<file path="config.mk">
export PLATFORM = sky130hd
export DESIGN_NAME = compressor_valve_mode_controller
export DESIGN_NICKNAME = d
export VERILOG_FILES = /design/src/cvmc_pkg.sv /design/src/cvmc_step.sv /design/src/compressor_valve_mode_controller.sv
export SDC_FILE = /design/constraint.sdc
export NUM_CORES = 1
export LEC_CHECK = 0
export ABC_AREA = 1
export BUFFER_PORTS_ARGS = -buffer_cell sky130_fd_sc_hd__buf_4
export CORE_MARGIN = 5
export CORE_UTILIZATION = 50
export DETAILED_ROUTE_END_ITERATION = 6
export HOLD_SLACK_MARGIN = 0.02
export PLACE_DENSITY = 0.71
export SYNTH_ARGS = -nofsm -noshare
export SYNTH_HDL_FRONTEND = slang
export SYNTH_HIERARCHICAL = 1
export SYNTH_SLANG_ARGS = --single-unit
</file>
<file path="constraint.sdc">
create_clock -name clk -period 1.95 [get_ports clk]
set_input_delay 0.0975 -clock clk [delete_from_list [all_inputs] [get_ports clk]]
set_output_delay 0.0975 -clock clk [all_outputs]
set_load 0.1 [all_outputs]
</file>
<file path="src/cvmc_pkg.sv">
`default_nettype none
package cvmc_pkg;

  // Command codes
  localparam logic [3:0] CMD_SET_MODE    = 4'd0;
  localparam logic [3:0] CMD_OFF         = 4'd1;
  localparam logic [3:0] CMD_COMP_TANK   = 4'd2;
  localparam logic [3:0] CMD_COMP_NUT    = 4'd3;
  localparam logic [3:0] CMD_COMP_WATER  = 4'd4;
  localparam logic [3:0] CMD_NUT_OPEN    = 4'd5;
  localparam logic [3:0] CMD_NUT_CLOSE   = 4'd6;
  localparam logic [3:0] CMD_WATER_OPEN  = 4'd7;
  localparam logic [3:0] CMD_WATER_CLOSE = 4'd8;
  localparam logic [3:0] CMD_KEEP_LINK   = 4'd9;

  // Mode numbers
  localparam logic [7:0] MODE_IDLE       = 8'd0;
  localparam logic [7:0] MODE_OFF        = 8'd1;
  localparam logic [7:0] MODE_TANK       = 8'd2;
  localparam logic [7:0] MODE_NUT        = 8'd3;
  localparam logic [7:0] MODE_WATER      = 8'd4;
  localparam logic [7:0] MODE_TANK_WATER = 8'd5;
  localparam logic [7:0] MODE_ALL        = 8'd6;

  // Status codes
  localparam logic [1:0] ST_DONE    = 2'd0;
  localparam logic [1:0] ST_SAME    = 2'd1;
  localparam logic [1:0] ST_REFUSED = 2'd2;
  localparam logic [1:0] ST_UNKNOWN = 2'd3;

  // Configuration register indexes
  localparam int unsigned CFG_IDX_W = 2;
  localparam logic [CFG_IDX_W-1:0] CFG_NUT_INV   = 2'd0;
  localparam logic [CFG_IDX_W-1:0] CFG_TANK_INV  = 2'd1;
  localparam logic [CFG_IDX_W-1:0] CFG_WATER_INV = 2'd2;

  typedef struct packed {
    logic nut;
    logic tank;
    logic water;
  } inv_t;

  typedef struct packed {
    logic       compressor;
    logic       tank_raw;
    logic       nut_raw;
    logic       water_raw;
    logic       nut_vent;
    logic       water_vent;
    logic       keep;
    logic [7:0] mode;
  } ctrl_state_t;

endpackage
`default_nettype wire

</file>
<file path="src/cvmc_step.sv">
`default_nettype none
module cvmc_step (
  input  wire cvmc_pkg::ctrl_state_t state_i,
  input  wire cvmc_pkg::inv_t        inv_i,
  input  wire logic [3:0]            cmd_i,
  input  wire logic [7:0]            mode_value_i,
  input  wire logic                  connect_i,
  output cvmc_pkg::ctrl_state_t      state_o,
  output logic [1:0]                 status_o
);

  // Store mode and set compressor and raw valve bits for it
  function automatic cvmc_pkg::ctrl_state_t apply_mode(
    input cvmc_pkg::ctrl_state_t s,
    input cvmc_pkg::inv_t        inv,
    input logic [7:0]            m
  );
    cvmc_pkg::ctrl_state_t r;
    r = s;
    r.mode = m;
    case (m)
      cvmc_pkg::MODE_OFF: begin
        r.compressor = 1'b0; r.tank_raw = 1'b0; r.nut_raw = s.keep; r.water_raw = 1'b0;
      end
      cvmc_pkg::MODE_TANK: begin
        r.compressor = 1'b1; r.tank_raw = 1'b1; r.nut_raw = s.keep; r.water_raw = 1'b0;
      end
      cvmc_pkg::MODE_NUT: begin
        r.compressor = 1'b1; r.tank_raw = 1'b1; r.nut_raw = 1'b1; r.water_raw = 1'b0;
      end
      cvmc_pkg::MODE_WATER: begin
        r.compressor = 1'b1; r.tank_raw = 1'b0; r.nut_raw = s.keep; r.water_raw = 1'b1;
      end
      cvmc_pkg::MODE_TANK_WATER: begin
        r.compressor = 1'b1; r.tank_raw = 1'b1; r.nut_raw = s.keep; r.water_raw = 1'b1;
      end
      cvmc_pkg::MODE_ALL: begin
        r.compressor = 1'b1; r.tank_raw = 1'b1; r.nut_raw = 1'b1; r.water_raw = 1'b1;
      end
      default: begin
        // idle and unknown modes: every drive reads low
        r.compressor = 1'b0; r.tank_raw = inv.tank; r.nut_raw = inv.nut;
        r.water_raw = inv.water;
      end
    endcase
    return r;
  endfunction

  function automatic logic [1:0] mode_status(input logic [7:0] m);
    return (m > cvmc_pkg::MODE_ALL) ? cvmc_pkg::ST_UNKNOWN : cvmc_pkg::ST_DONE;
  endfunction

  logic [7:0] m;
  assign m = state_i.mode;

  // Decode the command against current state
  always_comb begin
    state_o  = state_i;
    status_o = cvmc_pkg::ST_SAME;
    case (cmd_i)
      cvmc_pkg::CMD_SET_MODE: begin
        state_o  = apply_mode(state_i, inv_i, mode_value_i);
        status_o = mode_status(mode_value_i);
      end
      cvmc_pkg::CMD_OFF: begin
        state_o  = apply_mode(state_i, inv_i, cvmc_pkg::MODE_OFF);
        status_o = cvmc_pkg::ST_DONE;
      end
      cvmc_pkg::CMD_COMP_TANK: begin
        if (state_i.nut_raw) begin
          status_o = cvmc_pkg::ST_REFUSED;
        end else if (m == cvmc_pkg::MODE_WATER) begin
          state_o  = apply_mode(state_i, inv_i, cvmc_pkg::MODE_TANK_WATER);
          status_o = cvmc_pkg::ST_DONE;
        end else if (!(m inside {cvmc_pkg::MODE_TANK, cvmc_pkg::MODE_NUT,
                                 cvmc_pkg::MODE_TANK_WATER, cvmc_pkg::MODE_ALL})) begin
          state_o  = apply_mode(state_i, inv_i, cvmc_pkg::MODE_TANK);
          status_o = cvmc_pkg::ST_DONE;
        end
      end
      cvmc_pkg::CMD_COMP_NUT: begin
        if (state_i.nut_vent) begin
          status_o = cvmc_pkg::ST_REFUSED;
        end else if (m inside {cvmc_pkg::MODE_WATER, cvmc_pkg::MODE_TANK_WATER}) begin
          state_o  = apply_mode(state_i, inv_i, cvmc_pkg::MODE_ALL);
          status_o = cvmc_pkg::ST_DONE;
        end else if (!(m inside {cvmc_pkg::MODE_NUT, cvmc_pkg::MODE_ALL})) begin
          state_o  = apply_mode(state_i, inv_i, cvmc_pkg::MODE_NUT);
          status_o = cvmc_pkg::ST_DONE;
        end
      end
      cvmc_pkg::CMD_COMP_WATER: begin
        if (state_i.water_vent) begin
          status_o = cvmc_pkg::ST_REFUSED;
        end else if (m == cvmc_pkg::MODE_TANK) begin
          state_o  = apply_mode(state_i, inv_i, cvmc_pkg::MODE_TANK_WATER);
          status_o = cvmc_pkg::ST_DONE;
        end else if (m == cvmc_pkg::MODE_NUT) begin
          state_o  = apply_mode(state_i, inv_i, cvmc_pkg::MODE_ALL);
          status_o = cvmc_pkg::ST_DONE;
        end else if (!(m inside {cvmc_pkg::MODE_WATER, cvmc_pkg::MODE_TANK_WATER,
                                 cvmc_pkg::MODE_ALL})) begin
          state_o  = apply_mode(state_i, inv_i, cvmc_pkg::MODE_WATER);
          status_o = cvmc_pkg::ST_DONE;
        end
      end
      cvmc_pkg::CMD_NUT_OPEN: begin
        if (state_i.nut_raw) begin
          status_o = cvmc_pkg::ST_REFUSED;
        end else if (!state_i.nut_vent) begin
          state_o.nut_vent = 1'b1;
          status_o = cvmc_pkg::ST_DONE;
        end
      end
      cvmc_pkg::CMD_NUT_CLOSE: begin
        if (state_i.nut_vent) begin
          state_o.nut_vent = 1'b0;
          status_o = cvmc_pkg::ST_DONE;
        end
      end
      cvmc_pkg::CMD_WATER_OPEN: begin
        if (state_i.water_raw) begin
          status_o = cvmc_pkg::ST_REFUSED;
        end else if (!state_i.water_vent) begin
          state_o.water_vent = 1'b1;
          status_o = cvmc_pkg::ST_DONE;
        end
      end
      cvmc_pkg::CMD_WATER_CLOSE: begin
        if (state_i.water_vent) begin
          state_o.water_vent = 1'b0;
          status_o = cvmc_pkg::ST_DONE;
        end
      end
      cvmc_pkg::CMD_KEEP_LINK: begin
        if (state_i.keep != connect_i) begin
          state_o.keep = connect_i;
          if (connect_i) begin
            state_o.nut_raw = 1'b1;
          end else if (!(m inside {cvmc_pkg::MODE_NUT, cvmc_pkg::MODE_ALL})) begin
            state_o.nut_raw = 1'b0;
          end
          status_o = cvmc_pkg::ST_DONE;
        end
      end
      default: begin
        status_o = cvmc_pkg::ST_SAME;
      end
    endcase
  end

endmodule
`default_nettype wire

</file>
<file path="src/compressor_valve_mode_controller.sv">
`default_nettype none
// Channel  Handshake              Payload
// in_      in_valid / in_ready    in_cmd[3:0], in_mode_value[7:0], in_connect
// out_     out_valid / out_ready  drives, vents, current_mode, keep_link, status
// cfg_     cfg_valid / cfg_ready  cfg_index[1:0], cfg_data (inversion bits)
//
// One request per cycle while in_ready is high: the command is decoded
// against the state registers and the state and result register load at
// the same edge. in_ready is high while the result register is empty or
// being drained; cfg_ready is always high. Reset clears all state,
// inversion bits and the result valid flag.
module compressor_valve_mode_controller (
  input  wire logic                          clk,
  input  wire logic                          rst_n,
  input  wire logic                          in_valid,
  output logic                               in_ready,
  input  wire logic [3:0]                    in_cmd,
  input  wire logic [7:0]                    in_mode_value,
  input  wire logic                          in_connect,
  output logic                               out_valid,
  input  wire logic                          out_ready,
  output logic                               out_compressor_on,
  output logic                               out_tank_valve_drive,
  output logic                               out_nut_valve_drive,
  output logic                               out_water_valve_drive,
  output logic                               out_nut_vent_open,
  output logic                               out_water_vent_open,
  output logic [7:0]                         out_current_mode,
  output logic                               out_keep_link,
  output logic [1:0]                         out_status,
  input  wire logic                          cfg_valid,
  output logic                               cfg_ready,
  input  wire logic [cvmc_pkg::CFG_IDX_W-1:0] cfg_index,
  input  wire logic                          cfg_data
);

  cvmc_pkg::ctrl_state_t state_r, state_nxt;
  cvmc_pkg::inv_t        inv_r;
  logic [1:0]            status_nxt;
  logic                  in_fire;
  logic                  out_valid_r;

  logic       comp_r, tank_drv_r, nut_drv_r, water_drv_r, nut_vent_r, water_vent_r;
  logic [7:0] mode_r;
  logic       keep_r;
  logic [1:0] status_r;

  assign cfg_ready = 1'b1;
  assign in_ready  = !out_valid_r || out_ready;
  assign in_fire   = in_valid && in_ready;

  cvmc_step u_step (
    .state_i      (state_r),
    .inv_i        (inv_r),
    .cmd_i        (in_cmd),
    .mode_value_i (in_mode_value),
    .connect_i    (in_connect),
    .state_o      (state_nxt),
    .status_o     (status_nxt)
  );

  // Write inversion registers
  always_ff @(posedge clk) begin
    if (!rst_n) begin
      inv_r <= '0;
    end else if (cfg_valid) begin
      case (cfg_index)
        cvmc_pkg::CFG_NUT_INV:   inv_r.nut   <= cfg_data;
        cvmc_pkg::CFG_TANK_INV:  inv_r.tank  <= cfg_data;
        cvmc_pkg::CFG_WATER_INV: inv_r.water <= cfg_data;
        default: ;
      endcase
    end
  end

  // Advance state on each accepted request
  always_ff @(posedge clk) begin
    if (!rst_n) begin
      state_r <= '0;
    end else if (in_fire) begin
      state_r <= state_nxt;
    end
  end

  // Hold result valid until taken
  always_ff @(posedge clk) begin
    if (!rst_n) begin
      out_valid_r <= 1'b0;
    end else if (in_ready) begin
      out_valid_r <= in_valid;
    end
  end

  // Load result payload
  always_ff @(posedge clk) begin
    if (in_fire) begin
      comp_r       <= state_nxt.compressor;
      tank_drv_r   <= state_nxt.tank_raw ^ inv_r.tank;
      nut_drv_r    <= state_nxt.nut_raw ^ inv_r.nut;
      water_drv_r  <= state_nxt.water_raw ^ inv_r.water;
      nut_vent_r   <= state_nxt.nut_vent;
      water_vent_r <= state_nxt.water_vent;
      mode_r       <= state_nxt.mode;
      keep_r       <= state_nxt.keep;
      status_r     <= status_nxt;
    end
  end

  assign out_valid             = out_valid_r;
  assign out_compressor_on     = comp_r;
  assign out_tank_valve_drive  = tank_drv_r;
  assign out_nut_valve_drive   = nut_drv_r;
  assign out_water_valve_drive = water_drv_r;
  assign out_nut_vent_open     = nut_vent_r;
  assign out_water_vent_open   = water_vent_r;
  assign out_current_mode      = mode_r;
  assign out_keep_link         = keep_r;
  assign out_status            = status_r;

endmodule
`default_nettype wire

</file>
==> impl_metrics.csv <==
group,metric,value,unit
synthesis,yosys.cell_types.count,40,
timing,worst_slack,74.7,ps
placement,dp_slack,-35.0,ps
pwr,power.density,734,nW/um^2
critical_path,cp-end-kind,"flop",
critical_path,cpMaxStageDelayCell,"dfxtp_2",
final_layout,drive_gt1_share,26.8,%
hold_path,min-delay-start,"cfg_data",
final_layout,diodes,0,
synthesis,ys_warn_count,6,
synthesis,synthCells,412,
clock_network,cts_htree_levels,2,
placement,gp_congestion,0.990,
global_route,grt_pass1_vias,2646,
floorplanning,die_h,84.2,um
hold_path,hold_depth,3,
timing,grt_setup_unrepaired,"true",
run_status,status,"finished clean",
clock_network,cts_buffer_depth,2,
final_layout,final_nets,483,
route,num_vias,2885,
floorplanning,io_pins,41,
clock_network,postCtsHoldBufs,0,
final_layout,finalInstanceArea,3380,sq um
timing,period_minus_slack,1880,ps
critical_path,r2r-start,"state_r[3]",
critical_path,critPathLaunchType,"flop",
timing,period_share,96.2,%
global_route,track_usage,23.8,%
placement,hpwlAfterDp,6.28,mm
pwr,p_leak,1.62,nW
floorplanning,start_util,50.6,%
critical_path,arrival,1910,ps
synthesis,synth.avg_cell_area,6.68,sq um
synthesis,ys_seq_elements,36,
critical_path,path_max_fanout,4,
critical_path,worstSetupPathType,"reg2reg",
critical_path,cp_num_buf_inv,1,
route,drt_pre_antenna_iters,5,
clock_network,cts_made_buffers,5,
synthesis,syn_nets,433,
pwr,ir_worst_vdd,368,uV
timing,fin_setup_tns,0,ps
clock_network,cts_root_buffer,"clkbuf_8",
floorplanning,coreArea,5440,sq um
critical_path,cp_cell_sequence,"inv_1 > nand2_1 > nor2_1 > nand2_4 > nand3_4 > nand2_1 > nand2_1 > nand3_1 > nor2_1 > nand4_1 > xor2_1",
clock_network,clkLatencyLatePin,290,ps
timing,fmax,533,MHz
final_layout,num-fill-cells,520,
global_route,grt_max_degree,31,
clock_network,cts_sinks,36,
route,wl_per_cell,15.5,um
global_route,antenna_found_initial,0,
placement,placed_area,3180,sq um
critical_path,reg2reg_slack,70,ps
placement,port_buffers,39,
critical_path,critPathRequiredTime,1980,ps
timing,hold_viol_final,0,
route,drt_iter0_drc,215,
flow_run,maxCapViolCount,0,
critical_path,crit_family,"simple AND/OR/NAND/NOR gates",
critical_path,critPathMaxStageDelay,350,ps
route,drt.antenna.violating_nets,0,
global_route,grt_overflow,0,
hold_path,min_to,"inv_r[1]",
floorplanning,die_x,84.2,um
route,drc,0,
route,via_per_inst,5.39,
timing,slew_viol_final,0,
hold_path,hold_path_class,"in2reg",
final_layout,layout-area-overhead-vs-synth,22.9,%
route,wl,8.30,mm
critical_path,crit_path_frequent_cell,"nand2_1",
floorplanning,die_area,7080,sq um
critical_path,rr_worst_depth,11,
clock_network,cts_tree,"done",
timing,finClkSkew,5.42,ps
timing,setup_viol,0,
clock_network,clkTransAtPathRegs,80,ps
global_route,grt_pass1_wl,13.5,mm
timing,hold_slack,78.7,ps
floorplanning,rows,27,
synthesis,seq_area_frac_synth,32.4,%
critical_path,r2r-end,"out_nut_valve_drive",
synthesis,synth_area,2750,sq um
==> area by class of cell <==
class	count	area [sq um]	area share (%)
clock buffers	7	96.3	2.85
clock inverters	1	30.0	0.889
inverters	63	238	7.03
multi-input cells	298	1560	46.3
flip-flops and latches	36	901	26.7
well taps	72	90.1	2.67
repair buffers	58	460	13.6
==> layer usage <==
metal / part of all wire (%) / GRT usage [%]
met5: 0 / 0
met4: 1.0 / 5.12
met3: 7.9 / 3.83
met2: 47 / 38.8
met1: 44 / 33.2
==> power by group <==
group | internal (mW) | switching, mW
registers | 0.865 | 0.0422
logic | 0.232 | 0.604
clock network | 0.452 | 0.284
total | 1.55 | 0.930
==> layout by cell type (no fill, tap or decap), types with 12 or more instances in the layout <==
cell and count:
inv_1 48, nand2_1 90, nand3_2 12, inv_2 13, edfxtp_1 17, nand3_1 33
o21ai_0 14, a21oi_1 25, nor2_1 53, buf_4 56
==> sequential cells by signal (all words and copies together), names as in the netlist <==
name / flops
out_current_mode: 8
inv_r: 3
out_nut_valve_drive: 1
state_r: 15
out_status: 2
out_tank_valve_drive: 1
out_keep_link: 1
out_compressor_on: 1
out_water_valve_drive: 1
out_valid: 1
out_water_vent_open: 1
out_nut_vent_open: 1
==> per-stage QoR <==
| stage | util, % | power [mW] | cells |
|---|---|---|---|
| floorplan | - | 1.50 | 412 |
| global placement | 58.4 | 1.72 | 525 |
| detailed placement | 58.4 | 1.73 | 525 |
| CTS | 60.8 | 2.46 | 533 |
| global route | 62.1 | 2.59 | 535 |
| finish | 62.1 | 2.48 | 535 |
==> worst register-to-register path, stage by stage, from the launching register on <==
cell and delay [ps]:
dfxtp_2 350, inv_1 120, nand2_1 70, nor2_1 210, nand2_4 120, nand3_4 90, nand2_1 60, nand2_1 50
nand3_1 80, nor2_1 130, nand4_1 150, xor2_1 180
==> cell usage after synthesis (all sizes together) <==
master,n,area [sq um]
nand2,98,388
nor2,64,280
inv,61,229
nand3,46,290
a21oi,26,130
o21ai,20,100
dfxtp,19,380
edfxtp,17,510
buf,11,87.6
nor3,6,35.0
a31oi,5,31.3
nand4,5,31.3
o221ai,5,43.8
o31ai,5,37.5
clkbuf,4,26.3
o211ai,4,35.0
xor2,4,35.0
clkinv,2,8.75
nand3b,2,15.0
o22ai,2,12.5
a211oi,1,7.51
a21boi,1,7.51
conb,1,3.75
nor4,1,6.26
o2111ai,1,8.76
o41ai,1,8.76
==> repair_timing <==
item,4_1_cts,5_1_grt
pin swaps,0,5
gates resized for setup,2,23
buffers inserted,0,2
setup endpoints to repair,1,8
==> logic make-up (layout without fill, tap and decap cells) <==
family	Yosys count	count (layout)	share of synthesized area (%)
flops	36	36	32.4
xor+xnor	4	4	1.27
other cells	1	1	0.136
buf+inv	78	129	12.8
simple gates	222	222	38.0
compound gates	71	71	15.4
==> how the worst max path moves through the flow <==
stage                           from                  end  slack, ps  cells after the start
after CTS                 state_r[5]  out_nut_valve_drive          2                     11
after detailed placement  state_r[5]  out_nut_valve_drive        -40                     11
after floorplan            out_valid           state_r[3]        200                      4
after global routing      state_r[6]          state_r[14]         -9                     13
final                     state_r[3]  out_nut_valve_drive         70                     11
after global placement    state_r[5]  out_nut_valve_drive        -40                     11
Note: power is estimated with default switching activity, not from simulation.
